File: src/sv/stable_record_sort_by_key_macros.svh
// assertion macros for the stable record sorter
// used by the top level only, no other dependencies
`ifndef STABLE_RECORD_SORT_BY_KEY_MACROS_SVH
`define STABLE_RECORD_SORT_BY_KEY_MACROS_SVH

// same-cycle implication, checked out of reset
`define SRSK_ASSERT_NOW(lbl, clk, rstn, ante, cons) \
    lbl: assert property (@(posedge clk) disable iff (!(rstn)) (ante) |-> (cons)) \
        else $error("srsk same-cycle check failed");

// next-cycle implication, checked out of reset
`define SRSK_ASSERT_NEXT(lbl, clk, rstn, ante, cons) \
    lbl: assert property (@(posedge clk) disable iff (!(rstn)) (ante) |=> (cons)) \
        else $error("srsk next-cycle check failed");

`endif

File: src/sv/srsk_pkg.sv
// shared types for the stable record sorter
// record layout, cell control group and controller states; no dependencies
package srsk_pkg;

    localparam int CodeW  = 16;
    localparam int QtyW   = 16;
    localparam int PriceW = 24;
    localparam int KeyW   = 16;
    localparam int WarrW  = 8;

    typedef struct packed {
        logic [CodeW-1:0]  item_code;
        logic [QtyW-1:0]   quantity;
        logic [PriceW-1:0] unit_price;
        logic [KeyW-1:0]   stock_count;
        logic [WarrW-1:0]  warranty_months;
    } record_t;

    typedef struct packed {
        logic insert;
        logic shift_out;
    } cell_ctl_t;

    typedef enum logic {
        ST_LOAD,
        ST_EMIT
    } state_t;

endpackage

File: src/sv/srsk_cell.sv
// one cell of the insertion chain: holds a single record
// depends on srsk_pkg for the record and control types
module srsk_cell (
    input  logic                aclk,
    input  srsk_pkg::cell_ctl_t ctl,
    input  logic                occupied,
    input  srsk_pkg::record_t   new_rec,
    input  srsk_pkg::record_t   prev_rec,
    input  logic                prev_keep,
    input  srsk_pkg::record_t   next_rec,
    output logic                keep,
    output srsk_pkg::record_t   rec
);

    srsk_pkg::record_t rec_reg;
    srsk_pkg::record_t rec_next;

    // held record stays put when its key is not above the new one (stable order)
    always_comb begin
        keep = occupied && (rec_reg.stock_count <= new_rec.stock_count);
    end

    always_comb begin
        rec_next = rec_reg;
        if (ctl.insert) begin
            if (!keep) begin
                // first non-kept cell takes the new item, the rest shift up
                rec_next = prev_keep ? new_rec : prev_rec;
            end
        end else if (ctl.shift_out) begin
            rec_next = next_rec;
        end
    end

    always_ff @(posedge aclk) begin
        rec_reg <= rec_next;
    end

    assign rec = rec_reg;

endmodule

File: config.mk
export PLATFORM = sky130hd
export DESIGN_NAME = srsk_cell
export DESIGN_NICKNAME = d
export VERILOG_FILES = /design/src/sv/stable_record_sort_by_key_macros.svh /design/src/sv/srsk_pkg.sv /design/src/sv/srsk_cell.sv
export SDC_FILE = /design/constraint.sdc
export NUM_CORES = 1
export LEC_CHECK = 0
export BUFFER_PORTS_ARGS = -buffer_cell sky130_fd_sc_hd__buf_2
export CAP_MARGIN = 20
export CORE_AREA = 3 3 125 127
export DETAILED_ROUTE_END_ITERATION = 8
export DIE_AREA = 0 0 128 130
export PLACE_DENSITY = 0.74
export SETUP_SLACK_MARGIN = 0.1
export SLEW_MARGIN = 20
export SYNTH_ARGS = -nofsm -noshare
export SYNTH_HDL_FRONTEND = slang
export SYNTH_SLANG_ARGS = --single-unit
File: constraint.sdc
create_clock -name aclk -period 3.89 [get_ports aclk]
set_clock_uncertainty 0.15 [all_clocks]
set_input_delay 0.778 -clock aclk [delete_from_list [all_inputs] [get_ports aclk]]
set_output_delay 0.778 -clock aclk [all_outputs]
set_load 0.02 [all_outputs]
==> out/metrics.cfg <==
[hold_path]
min_path_type = in -> reg

[route]
drt_iter0_drc = 124
wl_per_cell_microns = 14.3
vias_per_cell = 4.64
finalWirelength_microns = 13000
vias = 4205
drt.antenna.violating_nets = 0
drc_errors = 0
firstDrtPassIters = 4

[finish]
final_area_sq_mm = 0.00660
area_growth_pct = 46.1
largest_reg_flops = 80
fin_nets = 980
fillers = 1415
drive_gt1_frac = 0.483
antennaDiodeCount = 0

[yosys]
synth_edf_count = 80
synth_area_leader_cell = edfxtp_1
netlist.area_leader.share = 0.532
synth_area_sq_mm = 0.00451
synth_nets = 667
synth_flop_cell = edfxtp_1
synth_common_cells = a21oi_1, nor2_1, edfxtp_1, mux2i_1
yosys_warnings = 0
ys_seq_area_frac = 0.532
ys_types = 26
synth_cells = 406
async_flop_share = 0
synthTopCellsByArea = edfxtp_1, mux2i_1, a21oi_1, nor2_1, ha_1
ys_ff_latch = 80
yosysMostFrequentCell = a21oi_1
syn-mean-instance-area_sq_um = 11.1

[clocking]
cts_buffer_depth = 2
ctsResizeCount = 0
clk-insertion-delay-late_ns = 0.33
cts_hold_buf = 0
root_buffer = clkbuf_16
cts_setup_buffers = 0
h-tree-depth = 3
numClockSinks = 80
cts_tree = yes
cts_made_buffers = 9
cts.clk_slew.worst_paths_ns = 0.06

[global_route]
grt.overflow.total = 0
grtUsageTotal = 0.146
grt_pass1_wl_microns = 19100
grt_max_degree = 137
grt_antenna_before_repair = 0
grt_pass1_vias = 4025

[pwr]
power_leakage_nw = 3.25
power_frac_seq = 0.425
p_switching_uw = 707
switching_share = 0.272
comb_power_share = 0.242
vdd_drop_max_mv = 0.160
pwr-share-clk = 0.333
p_int_mw = 1.89
power.density_mw_per_mm2 = 394
power_mw = 2.60

[timing]
max_freq_mhz = 317
setup_tns_ns = 0
worst_slew_pin_slew_ns = 0.522
finalHoldViolCount = 0
report.final.slew_viol_count = 0
period_needed_ns = 3.16
finalCritPeriodShare = 0.812
max-slew-margin-rel = 0.652
rsz0062_at_grt = false
setup_viol = 0

[setup_path]
crit_chain = buf_2 > inv_1 > ha_1 > a21oi_1 > o21a_1 > o221ai_1 > o31a_1 > nor2b_1 > buf_2
crit_fanout = 2
crit_path_frequent_cell = buf_2
crit_required_ns = 2.96
critPathSlowestCell = ha_1
r2r_slack_ns = 1.37
cp-end-kind = primary output
cp.arrival_ns = 2.23
cpPeakStageDelay_ns = 0.31
critical_path_class = in -> out
cp-start-kind = input port

[floorplanning]
core_area_sq_mm = 0.0145
die_w_microns = 128
initial_utilization = 0.311
die_h_microns = 130
io_pins = 326
rows = 44
dieArea_sq_mm = 0.0166

[placed_design]
dp_hpwl_microns = 10500
gp_congestion = 0.903
port_buffers = 325
placed_area_sq_mm = 0.00629

[run]
drv_cap = 0

[outcome]
status = complete, no violations

==> layout by cell type (no fill, tap or decap), types with 2 or more instances in the layout <==
cell type,count
nand2_1,3
edfxtp_1,80
buf_2,323
clkbuf_16,9
nand4_2,2
inv_1,16
nor2b_1,2
buf_4,3
a21oi_1,86
clkbuf_1,2
nor2_1,81
buf_12,3
clkinv_2,2
bufinv_16,2
mux2i_1,80
ha_1,16
==> worst max-delay path, delay by kind of cell <==
family	cells	cell delay (ns)
simple gates	1	0.14
compound gates	4	0.68
fa+ha+maj	1	0.31
buf+inv	3	0.33
==> stage by stage <==
step	setup slack, ns	util	hold slack (ns)	std cells
floorplan	0.597	-	0.854	406
global placement	0.756	0.433	0.941	892
detailed placement	0.750	0.433	0.950	892
CTS	0.743	0.454	0.596	907
global route	0.650	0.454	0.606	907
finish	0.732	0.454	0.612	907
==> cell families after synthesis <==
logic type,Yosys count,synth area share
AO/OA/AOI/OAI,95,0.113
AND/OR/NAND/NOR,92,0.0848
flip-flops,80,0.532
multiplexers,80,0.177
adder cells (fa/ha/maj),16,0.0443
buffers and inverters,43,0.0482
==> routing by layer <==
layer | wire (microns) | GRT usage | vias to the layer above
met5 | 0 | 0 | -
met4 | 242 | 0.0543 | 0
met3 | 1090 | 0.0372 | 19
met2 | 6540 | 0.264 | 194
met1 | 5090 | 0.168 | 1885
li1 | - | - | 2107
==> path summary, 6_finish.rpt <==
check,cells past startpoint,from,to
min reg2reg,6,rec[23],rec[14]
max,9,new_rec[17],keep
max reg2reg,7,rec[21],rec[39]
min,3,next_rec[24],rec[24]
==> power groups by stage <==
stage	combinational, mW	sequential (mW)	clock (mW)
2_1_floorplan	0.229	1.25	0
3_3_place_gp	0.629	1.12	0
3_5_place_dp	0.636	1.12	0
4_1_cts	0.637	1.11	0.896
5_1_grt	0.686	1.11	0.936
6_report	0.628	1.10	0.866
==> cell type report <==
cell class	instances	area (sq um)	share of cell area
Sequential cell	80	2400	0.364
Multi-Input combinational cell	283	1900	0.288
Timing Repair Buffer	329	1700	0.258
Clock buffer	11	233	0.0353
Tap cell	184	230	0.0349
Clock inverter	4	70.1	0.0106
Inverter	16	60.1	0.00910
Note: power is estimated with default switching activity, not from simulation.
